`config.mk`:
```
export PLATFORM = sky130hd
export DESIGN_NAME = wli_div
export DESIGN_NICKNAME = d
export VERILOG_FILES = /design/src/hdl/wli_pkg.sv /design/src/hdl/wli_div.sv
export SDC_FILE = /design/constraint.sdc
export NUM_CORES = 1
export LEC_CHECK = 0
export BUFFER_PORTS_ARGS = -buffer_cell sky130_fd_sc_hd__buf_2
export CAP_MARGIN = 20
export CORE_UTILIZATION = 50
export DETAILED_ROUTE_END_ITERATION = 8
export PLACE_DENSITY = 0.74
export SYNTH_ARGS = -nofsm -noshare
export SYNTH_HDL_FRONTEND = slang
export SYNTH_SLANG_ARGS = --single-unit
```
`constraint.sdc`:
```
create_clock -name clk_i -period 6 [get_ports clk_i]
set_clock_uncertainty 0.15 [all_clocks]
set_input_delay 0.9 -clock clk_i [delete_from_list [all_inputs] [get_ports clk_i]]
set_output_delay 0.9 -clock clk_i [all_outputs]
set_load 0.02 [all_outputs]
```
`src/hdl/wli_pkg.sv`:
```
`timescale 1ns / 1ps

package wli_pkg;

  // Item kinds carried by the mode field.
  localparam logic MODE_LOAD    = 1'b0;
  localparam logic MODE_MEASURE = 1'b1;

  // Configuration register indexes.
  localparam logic [0:0] CFG_CALIB_COLUMN = 1'b0;
  localparam logic [0:0] CFG_POINT_COUNT  = 1'b1;

  // Result status codes.
  localparam logic [2:0] ST_OK      = 3'd0;
  localparam logic [2:0] ST_NO_LINE = 3'd1;
  localparam logic [2:0] ST_ABOVE   = 3'd2;
  localparam logic [2:0] ST_BEYOND  = 3'd3;
  localparam logic [2:0] ST_ZERO_B  = 3'd4;

  // Divider step counts for the row and for the interpolation quotient.
  localparam int unsigned DIV_CNT_W = 6;
  localparam logic [DIV_CNT_W-1:0] DIV_STEPS_ROW    = 6'd32;
  localparam logic [DIV_CNT_W-1:0] DIV_STEPS_INTERP = 6'd33;

  typedef struct packed {
    logic                 start;
    logic [DIV_CNT_W-1:0] steps;
    logic [31:0]          rem_init;
    logic [32:0]          low_bits;
    logic [31:0]          divisor;
  } div_req_t;

  typedef struct packed {
    logic        done;
    logic [32:0] quo;
  } div_rsp_t;

endpackage

```
`src/hdl/wli_div.sv`:
```
`timescale 1ns / 1ps

module wli_div (
  input  logic               clk_i,
  input  logic               rst_ni,
  input  wli_pkg::div_req_t  req_i,
  output wli_pkg::div_rsp_t  rsp_o
);
  import wli_pkg::*;

  logic                 busy_q, busy_d;
  logic [DIV_CNT_W-1:0] cnt_q, cnt_d;
  logic [31:0]          rem_q, rem_d;
  logic [32:0]          dq_q, dq_d;
  logic [31:0]          dvs_q, dvs_d;
  logic [32:0]          trial_w;
  logic [32:0]          sub_w;
  logic                 ge_w;

  // One restoring step: bring in the next dividend bit and try the subtract.
  // The caller guarantees that the initial remainder is below the divisor.
  assign trial_w = {rem_q, dq_q[32]};
  assign sub_w   = trial_w - {1'b0, dvs_q};
  assign ge_w    = trial_w >= {1'b0, dvs_q};

  always_comb begin
    busy_d = busy_q;
    cnt_d  = cnt_q;
    rem_d  = rem_q;
    dq_d   = dq_q;
    dvs_d  = dvs_q;
    if (req_i.start) begin
      busy_d = 1'b1;
      cnt_d  = req_i.steps;
      rem_d  = req_i.rem_init;
      dq_d   = req_i.low_bits;
      dvs_d  = req_i.divisor;
    end else if (busy_q) begin
      if (cnt_q != '0) begin
        cnt_d = cnt_q - 1'b1;
        rem_d = ge_w ? sub_w[31:0] : trial_w[31:0];
        dq_d  = {dq_q[31:0], ge_w};
      end else begin
        busy_d = 1'b0;
      end
    end
  end

  always_ff @(posedge clk_i or negedge rst_ni) begin
    if (!rst_ni) begin
      busy_q <= 1'b0;
      cnt_q  <= '0;
    end else begin
      busy_q <= busy_d;
      cnt_q  <= cnt_d;
    end
  end

  always_ff @(posedge clk_i) begin
    rem_q <= rem_d;
    dq_q  <= dq_d;
    dvs_q <= dvs_d;
  end

  assign rsp_o.done = busy_q && (cnt_q == '0);
  assign rsp_o.quo  = dq_q;

endmodule

```
# Word-level counts from Yosys, hierarchy flattened

Index checks and enable logic that the tools add are counted.

Flip-flop bits (word level): 104
Input bits: 106
Output and inout bits: 34
Logic and storage cells: 27

$add $sub $neg: 2
Order comparisons: 1
Multiplexer cells: 13
Reduce and logical (&&, ||, !) cells: 6

Operator list:

| cell                                                                | count |
|---|---|
| 32-bit 2-to-1 mux                                                   | 4 |
| 33-bit 2-to-1 mux                                                   | 3 |
| 33-bit by 32-bit greater-or-equal comparator with 1-bit output      | 1 |
| 32-bit subtractor                                                   | 1 |
| 6-bit 2-to-1 mux                                                    | 3 |
| 6-bit logical NOT                                                   | 1 |
| 6-bit nonzero test                                                  | 1 |
| 6-bit by 1-bit subtractor with 6-bit output (second input constant) | 1 |
| 2-bit nonzero test                                                  | 2 |
| 1-bit 2-to-1 mux                                                    | 3 |
| 2-bit AND reduction                                                 | 1 |
| 1-bit logical AND                                                   | 1 |

# Logic depth before layout (Yosys ltp)

Depth after elaboration: 5
Depth in mapped cells: 13
Gate-level depth less buffers: 13

# Worst setup path after synthesis

No wires, ideal clock.

Path type: in2reg
Start: in req_i[103] in the netlist's numbering
End: reg dq_q[0] (enable)
Setup time: 698 ps
Arrival time: 2544 ps
Required time: 5152 ps
Path slack: 2608 ps
Stages on the path: 4
Path buffers: 2
Cell sequence: clkbuf_8 inv_2 clkbuf_1 nand2_1

Cells in the longest elaborated chain, start to end: 2
Elaborated cells on any way between the ends: 3
Those cells by class: reduce/logical (3)

Ends and longest elaborated chain:

| item                              | RTL line      | RTL |
|---|---|---|
| from (decl)                       | wli_div.sv:6  | `input wli_pkg::div_req_t req_i,` |
| 2-bit nonzero test (no line)      | -             |  |
| 2-bit AND reduction (no line) (*) | -             |  |
| to (signal assigned)              | wli_div.sv:61 | `dq_q <= dq_d;` |
| to (decl)                         | wli_div.sv:14 | `logic [32:0] dq_q, dq_d;` |

Every way passes the cells marked *; elsewhere a longest branch is shown, timed or not.
A chain may end at the register's enable or synchronous reset.

# Worst setup path in the final report

Start: reg dq_q[32]
End: reg rem_q[28] (data pin)

Cells in the longest elaborated chain, start to end: 5
Elaborated cells on any way between the ends: 6
Those cells by class: add/sub (1); order compare (1); mux (4)

Ends and longest elaborated chain:

| item                                                                                                | RTL line                     | RTL |
|---|---|---|
| 32-bit subtractor or 33-bit by 32-bit greater-or-equal comparator with 1-bit output (tied branches) | wli_div.sv:23, wli_div.sv:24 |  |
| 32-bit 2-to-1 mux (*)                                                                               | wli_div.sv:41                | `rem_d = ge_w ? sub_w[31:0] : trial_w[31:0];` |
| 32-bit 2-to-1 mux (*)                                                                               | wli_div.sv:39                | `if (cnt_q != '0) begin` |
| 32-bit 2-to-1 mux (*)                                                                               | wli_div.sv:38                | `end else if (busy_q) begin` |
| 32-bit 2-to-1 mux (*)                                                                               | wli_div.sv:32                | `if (req_i.start) begin` |
| via rem_d[28]                                                                                       | wli_div.sv:13                | `logic [31:0] rem_q, rem_d;` |
| to (signal assigned)                                                                                | wli_div.sv:60                | `rem_q <= rem_d;` |
| to (decl)                                                                                           | wli_div.sv:13                |  |

Mark *: on every way through the listed nets, which the timed path passes. The rest lies on a longest branch. The select of a mux whose other input is x is not followed.

==> run metrics <==
outcome=finished clean; Final Setup Violations=0; total track usage=0.217; Area contributors post-synth=edfxtp_1 46%, ha_1 6.7%, mux2_2 6.4%, a21oi_1 4.8%, dfrtp_1 2.8%; YS warnings=0; synthesized area=between 6000 and 7000 um^2; syn nets=around 720; fin crit share=0.558; Ant. Diodes=0; Worst slew margin=0.517; Worst-Skew Late Latency=around 0.36 ns; Required @ worst endpoint=6.06 ns; vias in the first global route=approximately 4.7k; Main synth FF type=edfxtp_1; nets@finish=roughly 850; Via-to-Cell Ratio=between 5 and 6; cell taking the most area after synthesis=edfxtp_1; Seq cells post-synth=between 100 and 150; clock buffer count from CTS=9; combinational share of power=0.508; fmax=299 MHz; port bufs=about 140; H-tree depth=3; remaining antenna violation count=0; most frequent cells after synthesis=97 x edfxtp_1, 61 x a21oi_1, 41 x inv_1; min cycle time layout=~3.3 ns; GR Overflow Total=0; Seq pwr share=0.331; fraction of registers with async set/reset=0.0673; Synth Area per Inst=about 11 um^2; CTS max path bufs=2; count leader, synth=edfxtp_1; Die W=roughly 110 um; Hold Path Class=in2async; pin count of the biggest net entering global routing=55; Synth cell types=65; cell internal pwr=a little over 2 mW; post-cts sizing count=0; # hold bufs at CTS=0; CP endpoint kind=flip-flop; Die Y=~110 um; die area=between 10,000 and 15,000 um^2; power per cell area=approximately 460 nW/um^2; vias after detailed routing=approximately 4.8k; max cap viols=0; Setup Buffers After CTS=0; Slew @ Worst Pin=roughly 0.72 ns; Final TNS setup=0 ns; Post-synth EDFFs=97; initial antenna violation count=0; Sw Ratio=0.402; VDD IR-drop max=~0.00023 V; final hold violation count=0; RSZ-0062 raised after global routing=false; Clk pin slew, worst setup/hold paths=0.07 ns; critical path launch point type=flip-flop; # rows=40; Post-DP HPWL=about 10000 um; CTS sink count=between 100 and 150; total power=approximately 3.4 mW; CP Max Fanout=5; Lkg Pwr=between 3 and 4 nW; Layout area overhead=16.7%; Final Max Slew Viols=0; Net Sw Power=about 1.4 mW; clock power share=0.161; Worst Path Arrival=approximately 3.4 ns; Clock Root Buffer=clkbuf_16; Ports=140; post-synth top area share=0.460; CTS tree=built; core footprint=around 12,000 um^2; first-pass GRT wire length=around 22,000 um; TritonRoute pass-1 iters=5; Routed WL=approximately 13,000 um; post-synthesis sequential area ratio=0.487; Post-Syn Instances=just under 600; RePlAce Congestion=0.837; layout cells sized above 1=0.307; DRC=0; final hold slack=roughly 0.22 ns; DR iter-0 viols=between 200 and 300; initial core utilization=0.521; critical path class=reg2reg; Routed wire per std cell=roughly 15 um
-- sequential cells by signal (all words and copies together) (netlist names) --
name / count
dq_q: 33
dvs_q: 32
rem_q: 32
cnt_q: 6
busy_q: 1
-- cell type report --
class,instances,area [um^2]
inverters,42,158
multi-input cells,411,2930
fillers,1025,4760
well taps,168,210
clock inverters,7,47.5
clock buffers,9,225
flip-flops and latches,104,3090
repair buffers,144,736
-- final timing paths --
kind	startpoint	to	slack (ns)	depth (start not counted)
max in group asynchronous	rst_ni	cnt_q[5]	5.33	1
min reg2reg	dq_q[22]	dq_q[23]	0.42	1
min	rst_ni	busy_q	0.22	1
min in group clk_i	dq_q[22]	dq_q[23]	0.42	1
max	dq_q[32]	rem_q[28]	2.65	13
max reg2reg	dq_q[32]	rem_q[28]	2.65	13
-- power groups by stage --
| stage | combinational (mW) | clock (mW) | sequential [mW] |
|---|---|---|---|
| 2_1_floorplan | 1.35 | 0 | 1.17 |
| 6_report | 1.73 | 0.548 | 1.13 |
| 3_5_place_dp | 1.71 | 0 | 1.14 |
| 5_1_grt | 1.92 | 0.587 | 1.15 |
| 4_1_cts | 1.72 | 0.566 | 1.13 |
| 3_3_place_gp | 1.67 | 0 | 1.13 |
-- cells in the final DEF, fill, tap and decap left out, types with 6 or more instances in the layout --
cell       netlist  final
nand2_1         40     39
edfxtp_1        97     97
clkbuf_16        0      9
inv_1           41     41
buf_2            5    138
a31oi_1         10     10
xor2_1          14     14
ha_1            34     34
xnor2_1         15     15
nand3_1          9      9
dfrtp_1          7      7
nand4_1          6      6
o21a_1          14     14
a21oi_1         61     61
a21o_1          14     14
o21ai_0         35     35
mux2_2          36     36
buf_4            1      6
nor2_1          40     40
-- cell families (layout without fill, tap and decap cells) --
kind of cell,count (synthesis),after routing,synth area share
AO/OA/AOI/OAI,172,172,0.176
adder cells (fa/ha/maj),35,35,0.0703
buffers and inverters,67,202,0.0502
multiplexers,39,39,0.0687
AND/OR/NAND/NOR,136,136,0.107
flip-flops,104,104,0.487
XOR/XNOR,29,29,0.0401
-- worst max-delay path, cell delays in order (launching register included) --
cell and delay (ns):
edfxtp_1 0.41, inv_1 0.08, ha_1 0.15, inv_1 0.06
fa_1 0.43, a211oi_2 0.28, o21bai_1 0.12, a21oi_2 0.26
o221ai_4 0.19, a41oi_4 0.35, o21ai_2 0.12, and3_2 0.23
o21a_1 0.20, nor3_2 0.17
-- layer usage --
metal,routed length (um),up-vias,track usage
li1,-,2401,-
met5,0,-,0
met2,6320,143,0.347
met3,878,13,0.0593
met1,6100,2246,0.282
met4,183,0,0.0771
-- metrics by stage --
step / util / worst slack, ns / std cells / instance area [um^2]
floorplan: - / 2.61 / 582 / 6340
global placement: 0.586 / 2.77 / 869 / 7120
detailed placement: 0.586 / 2.68 / 869 / 7120
CTS: 0.608 / 2.68 / 885 / 7400
global route: 0.608 / 2.51 / 885 / 7400
finish: 0.608 / 2.65 / 885 / 7400
(Power assumes the default switching activity.)
